[config.mk]
export PLATFORM = sky130hd
export DESIGN_NAME = ogbrc_cordic
export DESIGN_NICKNAME = d
export VERILOG_FILES = /design/src/rtl/ogbrc_pkg.sv /design/src/rtl/ogbrc_cordic.sv
export SDC_FILE = /design/constraint.sdc
export NUM_CORES = 1
export LEC_CHECK = 0
export BUFFER_PORTS_ARGS = -buffer_cell sky130_fd_sc_hd__buf_2
export CAP_MARGIN = 25
export CORE_MARGIN = 2
export CORE_UTILIZATION = 49
export DETAILED_ROUTE_END_ITERATION = 6
export PLACE_DENSITY = 0.73
export SLEW_MARGIN = 20
export SYNTH_ARGS = -nofsm -noshare
export SYNTH_HDL_FRONTEND = slang
export SYNTH_SLANG_ARGS = --single-unit
[constraint.sdc]
create_clock -name clock -period 8.6 [get_ports clock]
set_input_delay 1.72 -clock clock [delete_from_list [all_inputs] [get_ports clock]]
set_output_delay 1.72 -clock clock [all_outputs]
set_load 0.03 [all_outputs]
[src/rtl/ogbrc_pkg.sv]
// package for the occupancy grid beam ray caster
// constants, cordic table and beam offsets; no dependencies
package ogbrc_pkg;
   localparam int X_CELLS_DEF   = 512;
   localparam int Y_CELLS_DEF   = 256;
   localparam int NUM_BEAMS_DEF = 5;

   localparam logic [1:0] CSR_STEP = 2'd0;
   localparam logic [1:0] CSR_MAXR = 2'd1;
   localparam logic [1:0] CSR_XLIM = 2'd2;
   localparam logic [1:0] CSR_YLIM = 2'd3;

   localparam logic [3:0] CORDIC_ITERS = 4'd15;

   function automatic logic signed [15:0] cordic_atan(input logic [3:0] i);
      case (i)
         4'd0:  cordic_atan = 16'sd8192;
         4'd1:  cordic_atan = 16'sd4836;
         4'd2:  cordic_atan = 16'sd2555;
         4'd3:  cordic_atan = 16'sd1297;
         4'd4:  cordic_atan = 16'sd651;
         4'd5:  cordic_atan = 16'sd326;
         4'd6:  cordic_atan = 16'sd163;
         4'd7:  cordic_atan = 16'sd81;
         4'd8:  cordic_atan = 16'sd41;
         4'd9:  cordic_atan = 16'sd20;
         4'd10: cordic_atan = 16'sd10;
         4'd11: cordic_atan = 16'sd5;
         4'd12: cordic_atan = 16'sd3;
         4'd13: cordic_atan = 16'sd1;
         4'd14: cordic_atan = 16'sd1;
         default: cordic_atan = 16'sd0;
      endcase
   endfunction

   function automatic logic [15:0] beam_offset(input logic [2:0] b);
      case (b)
         3'd0: beam_offset = 16'd0;
         3'd1: beam_offset = 16'd16384;
         3'd2: beam_offset = 16'd49152;
         3'd3: beam_offset = 16'd8192;
         3'd4: beam_offset = 16'd57344;
         default: beam_offset = 16'd0;
      endcase
   endfunction
endpackage

[src/rtl/ogbrc_cordic.sv]
// iterative cordic: one micro-rotation per cycle, quadrant fold at the end
// depends on ogbrc_pkg
module ogbrc_cordic import ogbrc_pkg::*; (
   input  logic               clock,
   input  logic               reset,
   input  logic               start,
   input  logic [15:0]        angle,
   output logic               done,
   output logic signed [15:0] cos_out,
   output logic signed [15:0] sin_out
);
   logic signed [15:0] x_ff, x_in, y_ff, y_in;
   logic signed [16:0] z_ff, z_in;
   logic [1:0]         q_ff, q_in;
   logic [3:0]         i_ff, i_in;
   logic               busy_ff, busy_in, done_ff, done_in;
   logic signed [15:0] xs, ys;

   always_comb begin
      xs = x_ff >>> i_ff;
      ys = y_ff >>> i_ff;
      x_in = x_ff; y_in = y_ff; z_in = z_ff; q_in = q_ff; i_in = i_ff;
      busy_in = busy_ff; done_in = 1'b0;
      if (start) begin
         x_in = 16'sd9949; y_in = 16'sd0;
         z_in = {3'b000, angle[13:0]}; q_in = angle[15:14];
         i_in = 4'd0; busy_in = 1'b1;
      end else if (busy_ff) begin
         if (!z_ff[16]) begin
            x_in = x_ff - ys; y_in = y_ff + xs; z_in = z_ff - 17'(cordic_atan(i_ff));
         end else begin
            x_in = x_ff + ys; y_in = y_ff - xs; z_in = z_ff + 17'(cordic_atan(i_ff));
         end
         i_in = i_ff + 4'd1;
         if (i_ff == CORDIC_ITERS - 4'd1) begin
            busy_in = 1'b0; done_in = 1'b1;
         end
      end
   end

   always_ff @(posedge clock) begin
      if (reset) begin
         busy_ff <= 1'b0; done_ff <= 1'b0;
      end else begin
         busy_ff <= busy_in; done_ff <= done_in;
      end
      x_ff <= x_in; y_ff <= y_in; z_ff <= z_in; q_ff <= q_in; i_ff <= i_in;
   end

   assign done = done_ff;
   always_comb begin
      case (q_ff)
         2'd0: begin cos_out = x_ff;  sin_out = y_ff;  end
         2'd1: begin cos_out = -y_ff; sin_out = x_ff;  end
         2'd2: begin cos_out = -x_ff; sin_out = -y_ff; end
         default: begin cos_out = y_ff; sin_out = -x_ff; end
      endcase
   end
endmodule

### Word level (Yosys, flattened, before mapping)

Memories as Yosys holds them, arrays and structs flattened. A register that Yosys moved wholly into a read port is not among the register bits.
Cells that the tools add are included.
Widths: inputs -> output; s select.

| storage, ports and cells | value |
|---|---|
| RAM bits | 0 |
| memories | 2 |
| bits in latches | 0 |
| memory bits (read-only) | 448 |
| register bits | 57 |

Memories:

| name | depth | width | rd ports | clocked after memory_dff | wr ports | line | text |
|---|---|---|---|---|---|---|---|
| (name not given) | 16 | 14 | 1 | 1 | 0 | ogbrc_pkg.sv:16 | `case (i)` |
| (name not given) | 16 | 14 | 1 | 1 | 0 | ogbrc_pkg.sv:16 |  |

| cells by class | value |
|---|---|
| bitwise logic cells | 1 |
| order comparisons | 0 |
| add/sub/neg operators | 9 |
| reductions and logical operators | 3 |
| $mul | 0 |
| div/mod/pow operators | 0 |
| equality and inequality tests | 3 |
| mux-type cells | 21 |
| shift-type cells | 2 |

Operators by type and width:

| cell | number |
|---|---|
| $mux 16 | 8 |
| $pmux 16 s3 | 2 |
| $add 16x16->16 | 2 |
| $neg 16->16 | 2 |
| $sshr 16x4->16 | 2 |
| $sub 16x16->16 | 2 |
| $mux 14 | 2 |
| $add 17x16->17 | 1 |
| $mux 17 | 1 |
| $sub 17x16->17 | 1 |
| $mux 4 | 4 |
| $add 4x1->4 const B | 1 |
| $eq 4x4->1 const B | 1 |
| $mux 1 | 4 |
| $reduce_or 3->1 | 1 |
| $eq 2x1->1 const B | 1 |
| $eq 2x2->1 const B | 1 |
| $logic_not 2->1 | 1 |
| $reduce_bool 2->1 | 1 |
| $not 1->1 | 1 |

### Longest topological paths before layout

Gate-level depths: netlist of the first run.

| depth | value |
|---|---|
| depth after elaboration | 7 |
| mapped depth | 24 |
| depth with buffers taken out | 21 |

### Least setup slack after synthesis of the first run

OpenSTA, ideal clock, no wires.

| timing path | value |
|---|---|
| path type | reg2reg |
| start point | register i_ff[0] |
| end point | register y_ff[15] |
| data required time | 8477 ps |
| stages on the path, launching flop included | 20 |
| library setup time | 123 ps |
| data arrival time | 4736 ps |
| slack | 3740 ps |
| path through | dfxtp_1 -> buf_6 -> mux4_2 -> mux4_2 -> or3_1 -> or3_4 -> a211oi_4 -> nor3_1 -> a211oi_1 -> a31oi_1 -> a21oi_1 -> ha_1 -> and3_1 -> and3_1 -> a31oi_1 -> a21oi_1 -> a31oi_1 -> nand4_1 -> nand2_1 -> mux2_1 |

| on the way | value |
|---|---|
| word-level cells in the longest chain between the ends | 3 |

RTL lines:

| item | line | text |
|---|---|---|
| start, declared | ogbrc_cordic.sv:15 | `logic [3:0] i_ff, i_in;` |
| start signal, assigned | ogbrc_cordic.sv:47 | `x_ff <= x_in; y_ff <= y_in; z_ff <= z_in; q_ff <= q_in; i_ff <= i_in;` |
| $sshr 16x4->16 (*) | ogbrc_cordic.sv:20 | `xs = x_ff >>> i_ff;` |
| $add 16x16->16 or $sub 16x16->16 (tied branches) | ogbrc_cordic.sv:30, ogbrc_cordic.sv:32 |  |
| $mux 16 (*) | ogbrc_cordic.sv:29 | `if (!z_ff[16]) begin` |
| end signal, assigned | ogbrc_cordic.sv:47 |  |
| end, declared | ogbrc_cordic.sv:12 | `logic signed [15:0] x_ff, x_in, y_ff, y_in;` |

Mark *: on every way between the ends. The rest lies on a longest branch, timed or not.
A chain may end at the register's enable or synchronous reset.

### Worst setup path in the final report of the first run

| timing path | value |
|---|---|
| start point | register i_ff[1] |
| end point | register y_ff[15] |

Same word-level chain as after synthesis.

==> results of run 1 <==
-- layout make-up --
type / instances / area (um2)
fill: 1576 / 7650
multi-input combinational: 872 / 6320
sequential: 71 / 1590
timing repair buffer: 62 / 338
tap: 220 / 275
clock buffer: 10 / 250
inverter: 44 / 165
clock inverter: 6 / 55.1
-- layout by cell type (no fill, tap or decap), types with 6 or more instances in the layout --
master       n
mux4_2      34
a21o_1       9
a21oi_1     91
xor2_1      56
nor4_1       9
o21ai_0     64
nand2_1     90
xnor2_1     61
o21a_1       8
o21bai_1     7
buf_4       11
nand3_1     16
clkbuf_16   10
nor3_1      29
a31oi_1     15
a211oi_1    10
or3_1       11
dfxtp_1     52
o211ai_1     6
nand2b_1    15
inv_1       43
a22o_1       8
nor2b_1     19
edfxtp_1    16
o31ai_1      8
nor2_1     131
mux2_2      13
nand4_1      6
mux2i_1     30
ha_1        63
buf_2       51
-- synthesized netlist by cell type (all sizes together) (9+ instances only) --
cell type / number
ha: 63
a21o: 9
nand2b: 15
nor2: 131
a31oi: 15
o21ai: 64
edfxtp: 16
nor2b: 19
inv: 43
dfxtp: 55
mux4: 34
xor2: 56
or3: 12
buf: 17
a21oi: 91
a211oi: 11
nand3: 16
xnor2: 61
nand2: 90
nor3: 29
mux2: 16
nor4: 9
mux2i: 30
clkbuf: 62
-- kinds of logic after synthesis --
group,after synthesis,synth area share
buffers and inverters,123,0.0567
xor gates and xnor gates,117,0.122
adders and majority gates,66,0.101
AOI/OAI and AO/OA,257,0.188
and+or+nand+nor,352,0.194
DFF,71,0.189
muxes,80,0.149
-- how the worst min path moves through the flow --
stage / slack [ns] / startpoint / end
2_1_floorplan: 0.46 / z_ff[15] / z_ff[15]
3_3_place_gp: 0.47 / z_ff[15] / z_ff[15]
3_5_place_dp: 0.48 / z_ff[15] / z_ff[15]
4_1_cts: 0.50 / z_ff[15] / z_ff[15]
5_1_grt: 0.53 / z_ff[15] / z_ff[15]
6_report: 0.50 / z_ff[15] / z_ff[15]
-- through the flow --
| stage | util | instances | area [um2] |
|---|---|---|---|
| 3_3_place_gp | 0.522 | 1269 | 8680 |
| 2_1_floorplan | - | 1066 | 8380 |
| 5_1_grt | 0.540 | 1285 | 8990 |
| 4_1_cts | 0.540 | 1285 | 8990 |
| 3_5_place_dp | 0.522 | 1269 | 8680 |
| 6_report | 0.540 | 1285 | 8990 |
-- worst max-delay path, delay by kind of cell (launching register included) --
kind	cells	cell delay, ns
multiplexers	3	1.30
adder cells (fa/ha/maj)	1	0.28
flip-flops	1	0.95
AND/OR/NAND/NOR	7	1.56
AO/OA/AOI/OAI	7	1.44
-- metal layers --
layer	GRT usage	vias up	routed length, um
met3	0.0454	34	1390
met2	0.392	275	9870
li1	-	3773	-
met4	0.0912	0	521
met5	0	-	0
met1	0.307	3497	9380
==> metrics.md, run 1 <==
| Metric | Value |
|---|---|
| Share of the synthesized area in the top cell type | `0.131` |
| Die Ht | `135 um` |
| CTS buffer count | `9` |
| Final nets | `1,145` |
| Slew HR | `0.338` |
| Synth Instances | `1,066` |
| DRT Pass-1 Iters | `5` |
| Placer Congestion | `0.869` |
| Ys flop type | `dfxtp_1` |
| Vias in the first global route | `7,039` |
| Syn. warnings | `0` |
| CTS root buffer | `clkbuf_16` |
| Hold Slack | `0.499 ns` |
| Total congestion overflow | `0` |
| Critical Path RT | `8.84 ns` |
| Reg2Reg Depth | `18` |
| Gates resized, CTS repair | `0` |
| Rows | `47` |
| Hold Path Class | `register to register` |
| CP max stage cell | `dfxtp_2` |
| Worst Hold Path Cells | `1` |
| Final Hold Vio Count | `0` |
| Ant diodes | `0` |
| Final wirelength | `21,200 um` |
| Die X | `135 um` |
| Initial core utilization | `0.503` |
| RSZ-0062 raised after global routing | `false` |
| Worst path arrival time | `5.89 ns` |
| Post-synthesis sequential area ratio | `0.189` |
| I/O pin count | `52` |
| Crit path time final | `5.65 ns` |
| Area contributors post-synth | `dfxtp_1, ha_1, mux4_2` |
| Synth Cell Area | `8380 um2` |
| Max Fclk | `177 MHz` |
| Clock sinks | `71` |
| Core Region | `16,600 um2` |
| Outcome | `completed` |
| Max-slew violation count | `0` |
| Startpoint types | `register` |
| Crit Reg-Reg Startpoint | `i_ff[1]` |
| Via density | `5.90` |
| Worst Max-Slew Pin Slew | `0.989 ns` |
| Critical Path Sink Type | `register` |
| Crit-path cells | `mux4_2 -> mux4_2 -> or3_1 -> or3_4 -> a211oi_4 -> nor3_1 -> a211oi_1 -> a31oi_1 -> a21oi_1 -> ha_1 -> and3_1 -> and3_1 -> a31oi_1 -> a21oi_1 -> a31oi_1 -> nand4_1 -> nand2_1 -> mux2_1` |
| Fin Setup TNS | `0 ns` |
| Syn avg cell area | `7.86 um2` |
| Setup Viol. Count Final | `0` |
| Pre-CTS setup slack | `2.71 ns` |
| Number of max-cap violations | `0` |
| Syn Nets | `1,151` |
| CTS Hold Bufs | `0` |
| Yosys reg bits | `71` |
| Clk_skew | `0.0102 ns` |
| Number of flops mapped to enable cells by yosys | `16` |
| DRT iter0 DRCs | `465` |
| Bufs on Longest Clock Path | `2` |
| Antenna violations before repair | `0` |
| Crit path capture | `y_ff[15]` |
| Post-route ant nets | `0` |
| CTS tree | `built` |
| Final Cycle Share | `0.657` |
| Flop2flop setup slack | `2.95 ns` |
| CTS clk-pin slew, worst paths | `0.07 ns` |
| Number of distinct library cells after synthesis | `62` |
| DPL Wire Length | `15,200 um` |
| DRC Markers | `0` |
| Setup repair bufs after CTS | `0` |
| Area leader, netlist | `dfxtp_1` |
| Share of layout cells above drive strength 1 | `0.127` |
| First-pass GRT wire length | `34,800 um` |
| Async S/R FF share, synth | `0` |
| Wire per inst | `16.5 um` |
| H-tree Lvls | `3` |
| Setup WS post-layout | `2.95 ns` |
| Crit-path max cell delay | `0.95 ns` |
| Pin count of the biggest net entering global routing | `64` |
| WS Path Type | `register to register` |
| CP max FO | `46` |
| DIE AREA | `18,200 um2` |
| Port Buf Inserts | `51` |
| Most frequent CP cell | `a31oi_1` |
| RR Endpoint | `y_ff[15]` |
| Vias | `7,579` |
| Worst setup startpoint | `i_ff[1]` |
| All-Layer GR Usage | `0.237` |
| Area grow syn2layout | `7.33%` |
| Clock Latency Late Sink | `0.35 ns` |
Power of run 1 is not shown: default switching activity piles up to over one toggle a cycle in this logic, so the estimate is an artifact.
==> run 2, diff against run 1 <==
--- a/config.mk
+++ b/config.mk
@@ -5,6 +5,7 @@
 export SDC_FILE = /design/constraint.sdc
 export NUM_CORES = 1
 export LEC_CHECK = 0
+export ABC_AREA = 1
 export BUFFER_PORTS_ARGS = -buffer_cell sky130_fd_sc_hd__buf_2
 export CAP_MARGIN = 25
 export CORE_MARGIN = 2
==> constraint.sdc (replaced) <==
create_clock -name clock -period 5.5 [get_ports clock]
set_input_delay 1.1 -clock clock [delete_from_list [all_inputs] [get_ports clock]]
set_output_delay 1.1 -clock clock [all_outputs]
set_load 0.03 [all_outputs]
==> metrics.md, run 2 <==
| Metric | Value |
|---|---|
| Ant diodes | `0 (unchanged)` |
| Final wirelength | `25,900 um (was 21,200 um)` |
| Crit path time final | `4.45 ns (was 5.65 ns)` |
| Post-route design area | `8990 um2 (about the same)` |
| Max-slew violation count | `0 (unchanged)` |
| Initial core utilization | `0.501 (was 0.503)` |
| RSZ-0062 raised after global routing | `false (unchanged)` |
| Synth Instances | `1,341 (was 1,066)` |
| Metal2 WL | `11,500 um (was 9870 um)` |
| Area grow syn2layout | `8.25% (was 7.33%)` |
| Setup repair bufs after CTS | `0 (unchanged)` |
| Worst setup startpoint | `i_ff[0] (was i_ff[1])` |
| DIE AREA | `18,000 um2 (was 18,200 um2)` |
| Pin count of the biggest net entering global routing | `36 (was 64)` |
| Syn. warnings | `0 (unchanged)` |
| Max Fclk | `224 MHz (was 177 MHz)` |
| Top post-synthesis cells by count | `nand2_1, nand3_1, inv_1 (was nor2_1, a21oi_1, nand2_1)` |
| CTS root buffer | `clkbuf_16 (unchanged)` |
| CTS tree | `built (unchanged)` |
| H-tree Lvls | `3 (unchanged)` |
| Outcome | `completed (unchanged)` |
| I/O pin count | `52 (unchanged)` |
| Pre-CTS setup slack | `1.19 ns (was 2.71 ns)` |
| Hold Path Class | `register to register (unchanged)` |
| Synth Cell Area | `8310 um2 (was 8380 um2)` |
| Via density | `5.69 (was 5.90)` |
| Area contributors post-synth | `nand2_1, dfxtp_1, nand3_1 (was dfxtp_1, ha_1, mux4_2)` |
| Setup WS post-layout | `1.05 ns (was 2.95 ns)` |
| DPL Wire Length | `19,100 um (was 15,200 um)` |
| CTS Hold Bufs | `0 (unchanged)` |
| Number of distinct library cells after synthesis | `52 (was 62)` |
| Syn Nets | `1,426 (was 1,151)` |
| Clock Latency Late Sink | `0.35 ns (about the same)` |
| Clk_skew | `0.0112 ns (was 0.0102 ns)` |
| Commonest non-fill, non-tap cells in the layout | `nand2_1, nand3_1, inv_1 (was nor2_1, a21oi_1, nand2_1)` |
| Core Region | `16,600 um2 (about the same)` |
| Yosys reg bits | `71 (unchanged)` |
| Syn avg cell area | `6.20 um2 (was 7.86 um2)` |
| Post-DP Area | `8640 um2 (was 8680 um2)` |
| Die Ht | `134 um (was 135 um)` |
| Share of layout cells above drive strength 1 | `0.0963 (was 0.127)` |
| Slew HR | `0.287 (was 0.338)` |
| Peak VDD IR | `278 uV` |
| CTS buffer count | `9 (unchanged)` |
| P per Cell Area | `698 nW/um2` |
| Vias | `8,997 (was 7,579)` |
| Setup Viol. Count Final | `0 (unchanged)` |
| Most common cell after layout, fill and taps aside | `nand2_1 (was nor2_1)` |
| Vias in the first global route | `8,069 (was 7,039)` |
| DRT iter0 DRCs | `700 (was 465)` |
| Share of the synthesized area in the top cell type | `0.175 (was 0.131)` |
| Final Cycle Share | `0.810 (was 0.657)` |
| Number of flops mapped to enable cells by yosys | `16 (unchanged)` |
| Critical Path Sink Type | `register (unchanged)` |
| Area leader, netlist | `nand2_1 (was dfxtp_1)` |
| Startpoint types | `register (unchanged)` |
| Top-count cell post-synth | `nand2_1 (was nor2_1)` |
| WS Path Type | `register to register (unchanged)` |
| Final Hold Vio Count | `0 (unchanged)` |
| Clock sinks | `71 (unchanged)` |
| Placer Congestion | `0.977 (was 0.869)` |
| Ys flop type | `dfxtp_1 (unchanged)` |
| Worst Max-Slew Pin Slew | `1.07 ns (was 0.989 ns)` |
| Critical Path RT | `5.78 ns (was 8.84 ns)` |
| DRT met1 WL | `11,000 um (was 9380 um)` |
| Hold Slack | `0.465 ns (was 0.499 ns)` |
| Rows | `47 (unchanged)` |
| DR WL met3 | `2140 um (was 1390 um)` |
| Hold Startpoint | `z_ff[14] (was z_ff[15])` |
| Worst path arrival time | `4.74 ns (was 5.89 ns)` |
| Placed insts | `1,565 (was 1,269)` |
| All-Layer GR Usage | `0.288 (was 0.237)` |
| Total congestion overflow | `0 (unchanged)` |
| Gates resized, CTS repair | `0 (unchanged)` |
| Post-route ant nets | `0 (unchanged)` |
| Async S/R FF share, synth | `0 (unchanged)` |
| Tot Pwr | `6.28 mW` |
| Wire per inst | `16.4 um (was 16.5 um)` |
| Leak Pwr | `4.60 nW` |
| Number of max-cap violations | `0 (unchanged)` |
| Die X | `134 um (was 135 um)` |
| Top routing layer used | `met4 (unchanged)` |
| Bufs on Longest Clock Path | `2 (unchanged)` |
| Antenna violations before repair | `0 (unchanged)` |
| Port Buf Inserts | `51 (unchanged)` |
| CTS clk-pin slew, worst paths | `0.06 ns (was 0.07 ns)` |
| Final core utilization | `0.542 (was 0.540)` |
| DRT Pass-1 Iters | `5 (unchanged)` |
| Finished Layout Cells | `1,581 (was 1,285)` |
| Fin Setup TNS | `0 ns (unchanged)` |
| Post-synthesis sequential area ratio | `0.190 (was 0.189)` |
| First-pass GRT wire length | `41,200 um (was 34,800 um)` |
| DRC Markers | `0 (unchanged)` |
| Crit Reg-Reg Startpoint | `i_ff[0] (was i_ff[1])` |
| CP max FO | `25 (was 46)` |
| Final nets | `1,441 (was 1,145)` |
## run 2: cell count changes after synthesis, sizes merged, moves of 30 or more
cell / change
inv: +103
mux4: -34
nor2: -44
a21oi: -36
nand2: +321
mux2i: -30
xnor2: -40
nand3: +158
## run 2: path summary, 6_finish.rpt
kind / cells after the start / slack (ns) / to
setup / recovery: 22 / 1.05 / y_ff[15]
hold / removal: 2 / 0.46 / z_ff[14]
setup reg to reg: 22 / 1.05 / y_ff[15]
hold reg to reg: 2 / 0.46 / z_ff[14]
## run 2: area by class of cell
cell class / count / area, um2
inverter: 146 / 553
clock inverter: 6 / 115
timing repair buffer: 64 / 353
multi-input combinational: 1064 / 5880
clock buffer: 10 / 239
sequential: 71 / 1580
tap: 220 / 275
fill: 1704 / 7590
## run 2: logic make-up (layout without fill, tap and decap cells)
| family | Yosys count | after routing | synth area share |
|---|---|---|---|
| compound gates | 207 | 207 | 0.150 |
| simple gates | 719 | 719 | 0.379 |
| buf+inv | 206 | 226 | 0.102 |
| xor+xnor | 72 | 72 | 0.0759 |
| flops | 71 | 71 | 0.190 |
| fa+ha+maj | 66 | 66 | 0.102 |
## run 2: metal layers
layer,vias up,GRT usage
met5,-,0
li1,4492,-
met3,76,0.0359
met1,4017,0.382
met2,412,0.461
met4,0,0.147
## run 2: where the power goes
part	switching, mW	total, mW	internal, mW
registers	0.331	1.03	0.702
logic	2.84	4.53	1.69
clock network	0.258	0.717	0.459
## run 2: critical path, cell delays in order (launching register included)
cell and delay, ns:
dfxtp_1 0.89, buf_4 0.33, nand2_1 0.09, nand3_1 0.12, nand3_1 0.09, nand2_1 0.10
nand2_1 0.06, nand2_1 0.19, inv_1 0.06, ha_1 0.27, o21ai_0 0.34, ha_1 0.24
nand2_1 0.05, nand2_1 0.06, a31oi_1 0.06, o21a_1 0.21, o21ai_0 0.50, a31oi_1 0.25
nand3_1 0.16, nand3_2 0.09, nand2_1 0.07, nand2_1 0.05, nor2_1 0.10
(Power assumes the default switching activity.)
==> run 3, diff against run 2 <==
--- a/config.mk
+++ b/config.mk
@@ -5,7 +5,7 @@
 export SDC_FILE = /design/constraint.sdc
 export NUM_CORES = 1
 export LEC_CHECK = 0
-export ABC_AREA = 1
+export ABC_AREA = 0
 export BUFFER_PORTS_ARGS = -buffer_cell sky130_fd_sc_hd__buf_2
 export CAP_MARGIN = 25
 export CORE_MARGIN = 2
==> constraint.sdc (replaced) <==
create_clock -name clock -period 4.2 [get_ports clock]
set_input_delay 0.84 -clock clock [delete_from_list [all_inputs] [get_ports clock]]
set_output_delay 0.84 -clock clock [all_outputs]
set_load 0.03 [all_outputs]
==> metrics.md, run 3 (synthesis gave the netlist of run 1 again) <==
| Metric | Value |
|---|---|
| Outcome | `finished, violations left (was completed)` |
| Failing checks | `negative setup slack` |
| Area grow syn2layout | `27.5% (was 8.25%)` |
| CTS Hold Bufs | `0 (unchanged)` |
| Pre-CTS setup slack | `-0.521 ns (was 1.19 ns)` |
| Crit path time final | `4.68 ns (was 4.45 ns)` |
| Critical Path Sink Type | `register (unchanged)` |
| Wire per inst | `17.7 um (was 16.4 um)` |
| Clk_skew | `0.00869 ns (was 0.0112 ns)` |
| DIE AREA | `18,200 um2 (was 18,000 um2)` |
| Startpoint types | `register (unchanged)` |
| First-pass GRT wire length | `40,800 um (was 41,200 um)` |
| CTS clk-pin slew, worst paths | `0.06 ns (about the same)` |
| Via density | `5.86 (was 5.69)` |
| Placed insts | `1,448 (was 1,565)` |
| Critical Path RT | `4.43 ns (was 5.78 ns)` |
| Final Cycle Share | `1.12 (was 0.810)` |
| Die X | `135 um (was 134 um)` |
| DRT iter0 DRCs | `755 (was 700)` |
| DRT Pass-1 Iters | `5 (unchanged)` |
| Share of layout cells above drive strength 1 | `0.296 (was 0.0963)` |
| Commonest non-fill, non-tap cells in the layout | `buf_4, nor2_1, nand2_1 (was nand2_1, nand3_1, inv_1)` |
| Crit-path cells | `mux4_2 -> mux4_2 -> or3_4 -> or3_4 -> a211oi_4 -> buf_4 -> nand3_2 -> a31oi_1 -> a21oi_1 -> ha_1 -> and3_4 -> and3_4 -> a31oi_4 -> a21oi_2 -> a31oi_1 -> a211o_1 -> nand2_1 -> mux2_4 (was buf_4 -> nand2_1 -> nand3_1 -> nand3_1 -> nand2_1 -> nand2_1 -> nand2_1 -> inv_1 -> ha_1 -> o21ai_0 -> ha_1 -> nand2_1 -> nand2_1 -> a31oi_1 -> o21a_1 -> o21ai_0 -> a31oi_1 -> nand3_1 -> nand3_2 -> nand2_1 -> nand2_1 -> nor2_1)` |
| DPL Wire Length | `19,400 um (was 19,100 um)` |
| Core Region | `16,600 um2 (about the same)` |
| Die Ht | `135 um (was 134 um)` |
| RSZ-0062 raised after global routing | `true (was false)` |
| DRC Markers | `0 (unchanged)` |
| I/O pin count | `52 (unchanged)` |
| Setup Viol. Count Final | `12 (was 0)` |
| Number of max-cap violations | `0 (unchanged)` |
| Total congestion overflow | `0 (unchanged)` |
| All-Layer GR Usage | `0.283 (was 0.288)` |
| Initial core utilization | `0.503 (was 0.501)` |
| Final wirelength | `26,200 um (was 25,900 um)` |
| Port Buf Inserts | `51 (unchanged)` |
| Vias in the first global route | `8,231 (was 8,069)` |
| CTS root buffer | `clkbuf_16 (unchanged)` |
| CTS tree | `built (unchanged)` |
| Slew HR | `0.396 (was 0.287)` |
| Placer Congestion | `0.996 (was 0.977)` |
| Vias | `8,649 (was 8,997)` |
| Most common cell after layout, fill and taps aside | `buf_4 (was nand2_1)` |
| WS Path Type | `register to register (unchanged)` |
| Final core utilization | `0.642 (was 0.542)` |
| Final Hold Vio Count | `0 (unchanged)` |
| Post-route ant nets | `0 (unchanged)` |
| Final nets | `1,335 (was 1,441)` |
| Max-slew violation count | `0 (unchanged)` |
| Clock Latency Late Sink | `0.35 ns (about the same)` |
| Bufs on Longest Clock Path | `2 (unchanged)` |
| Worst path arrival time | `4.92 ns (was 4.74 ns)` |
| Antenna violations before repair | `0 (unchanged)` |
| CTS buffer count | `9 (unchanged)` |
| Setup WS post-layout | `-0.484 ns (was 1.05 ns)` |
| H-tree Lvls | `3 (unchanged)` |
| Crit-path max cell delay | `0.53 ns (was 0.89 ns)` |
| Max Fclk | `213 MHz (was 224 MHz)` |
| Rows | `47 (unchanged)` |
| Hold Path Class | `register to register (unchanged)` |
| Worst Max-Slew Pin Slew | `0.907 ns (was 1.07 ns)` |
| Clock sinks | `71 (unchanged)` |
| Ant diodes | `0 (unchanged)` |
| CP max FO | `5 (was 25)` |
| CP max stage cell | `mux4_2 (was dfxtp_1)` |
| Pin count of the biggest net entering global routing | `56 (was 36)` |
| Finished Layout Cells | `1,475 (was 1,581)` |
## run 3: routing by layer
layer,global-route usage,up-vias,wire length (um)
met5,0,-,0
met4,0.139,0,1190
met3,0.0495,85,1810
met2,0.477,362,12400
met1,0.349,4046,10800
li1,-,4156,-
## run 3: area by class of cell
type	count	area, um2
flip-flops and latches	71	1590
clock inverters	7	52.6
repair buffers	252	1800
clock buffers	9	225
fillers	1401	5960
multi-input cells	872	6580
well taps	220	275
inverters	44	165
## run 3: timing repair
action,in CTS,in global routing
hold endpoints to repair,0,0
setup buffers,5,6
gates cloned,0,0
resized for setup,22,37
pin swaps,17,16
endpoints found under the setup margin,16,20
## run 3: stage by stage
| stage | hold WS (ns) | TNS, ns | instance area [um2] |
|---|---|---|---|
| 2_1_floorplan | 0.456 | -0.734 | 8420 |
| 3_3_place_gp | 0.481 | -2.28 | 10100 |
| 3_5_place_dp | 0.498 | -3.52 | 10100 |
| 4_1_cts | 0.518 | -2.21 | 10500 |
| 5_1_grt | 0.556 | -5.42 | 10700 |
| 6_report | 0.515 | -2.40 | 10700 |
## run 3: worst max-delay path, delay by kind of cell, from the launching register on
family / cells / cell delay (ns)
AOI/OAI and AO/OA: 7 / 1.07
adders and majority gates: 1 / 0.36
buffers and inverters: 1 / 0.17
DFF: 1 / 0.40
muxes: 3 / 1.31
and+or+nand+nor: 6 / 1.24
## run 3: final timing paths
kind                 start        to  slack, ns  cells after the start
setup / recovery   i_ff[0]  y_ff[15]      -0.48                     18
setup reg to reg   i_ff[0]  y_ff[15]      -0.48                     18
hold reg to reg   z_ff[14]  z_ff[14]       0.51                      2
hold / removal    z_ff[14]  z_ff[14]       0.51                      2
Power of run 3 is left out for the same reason.
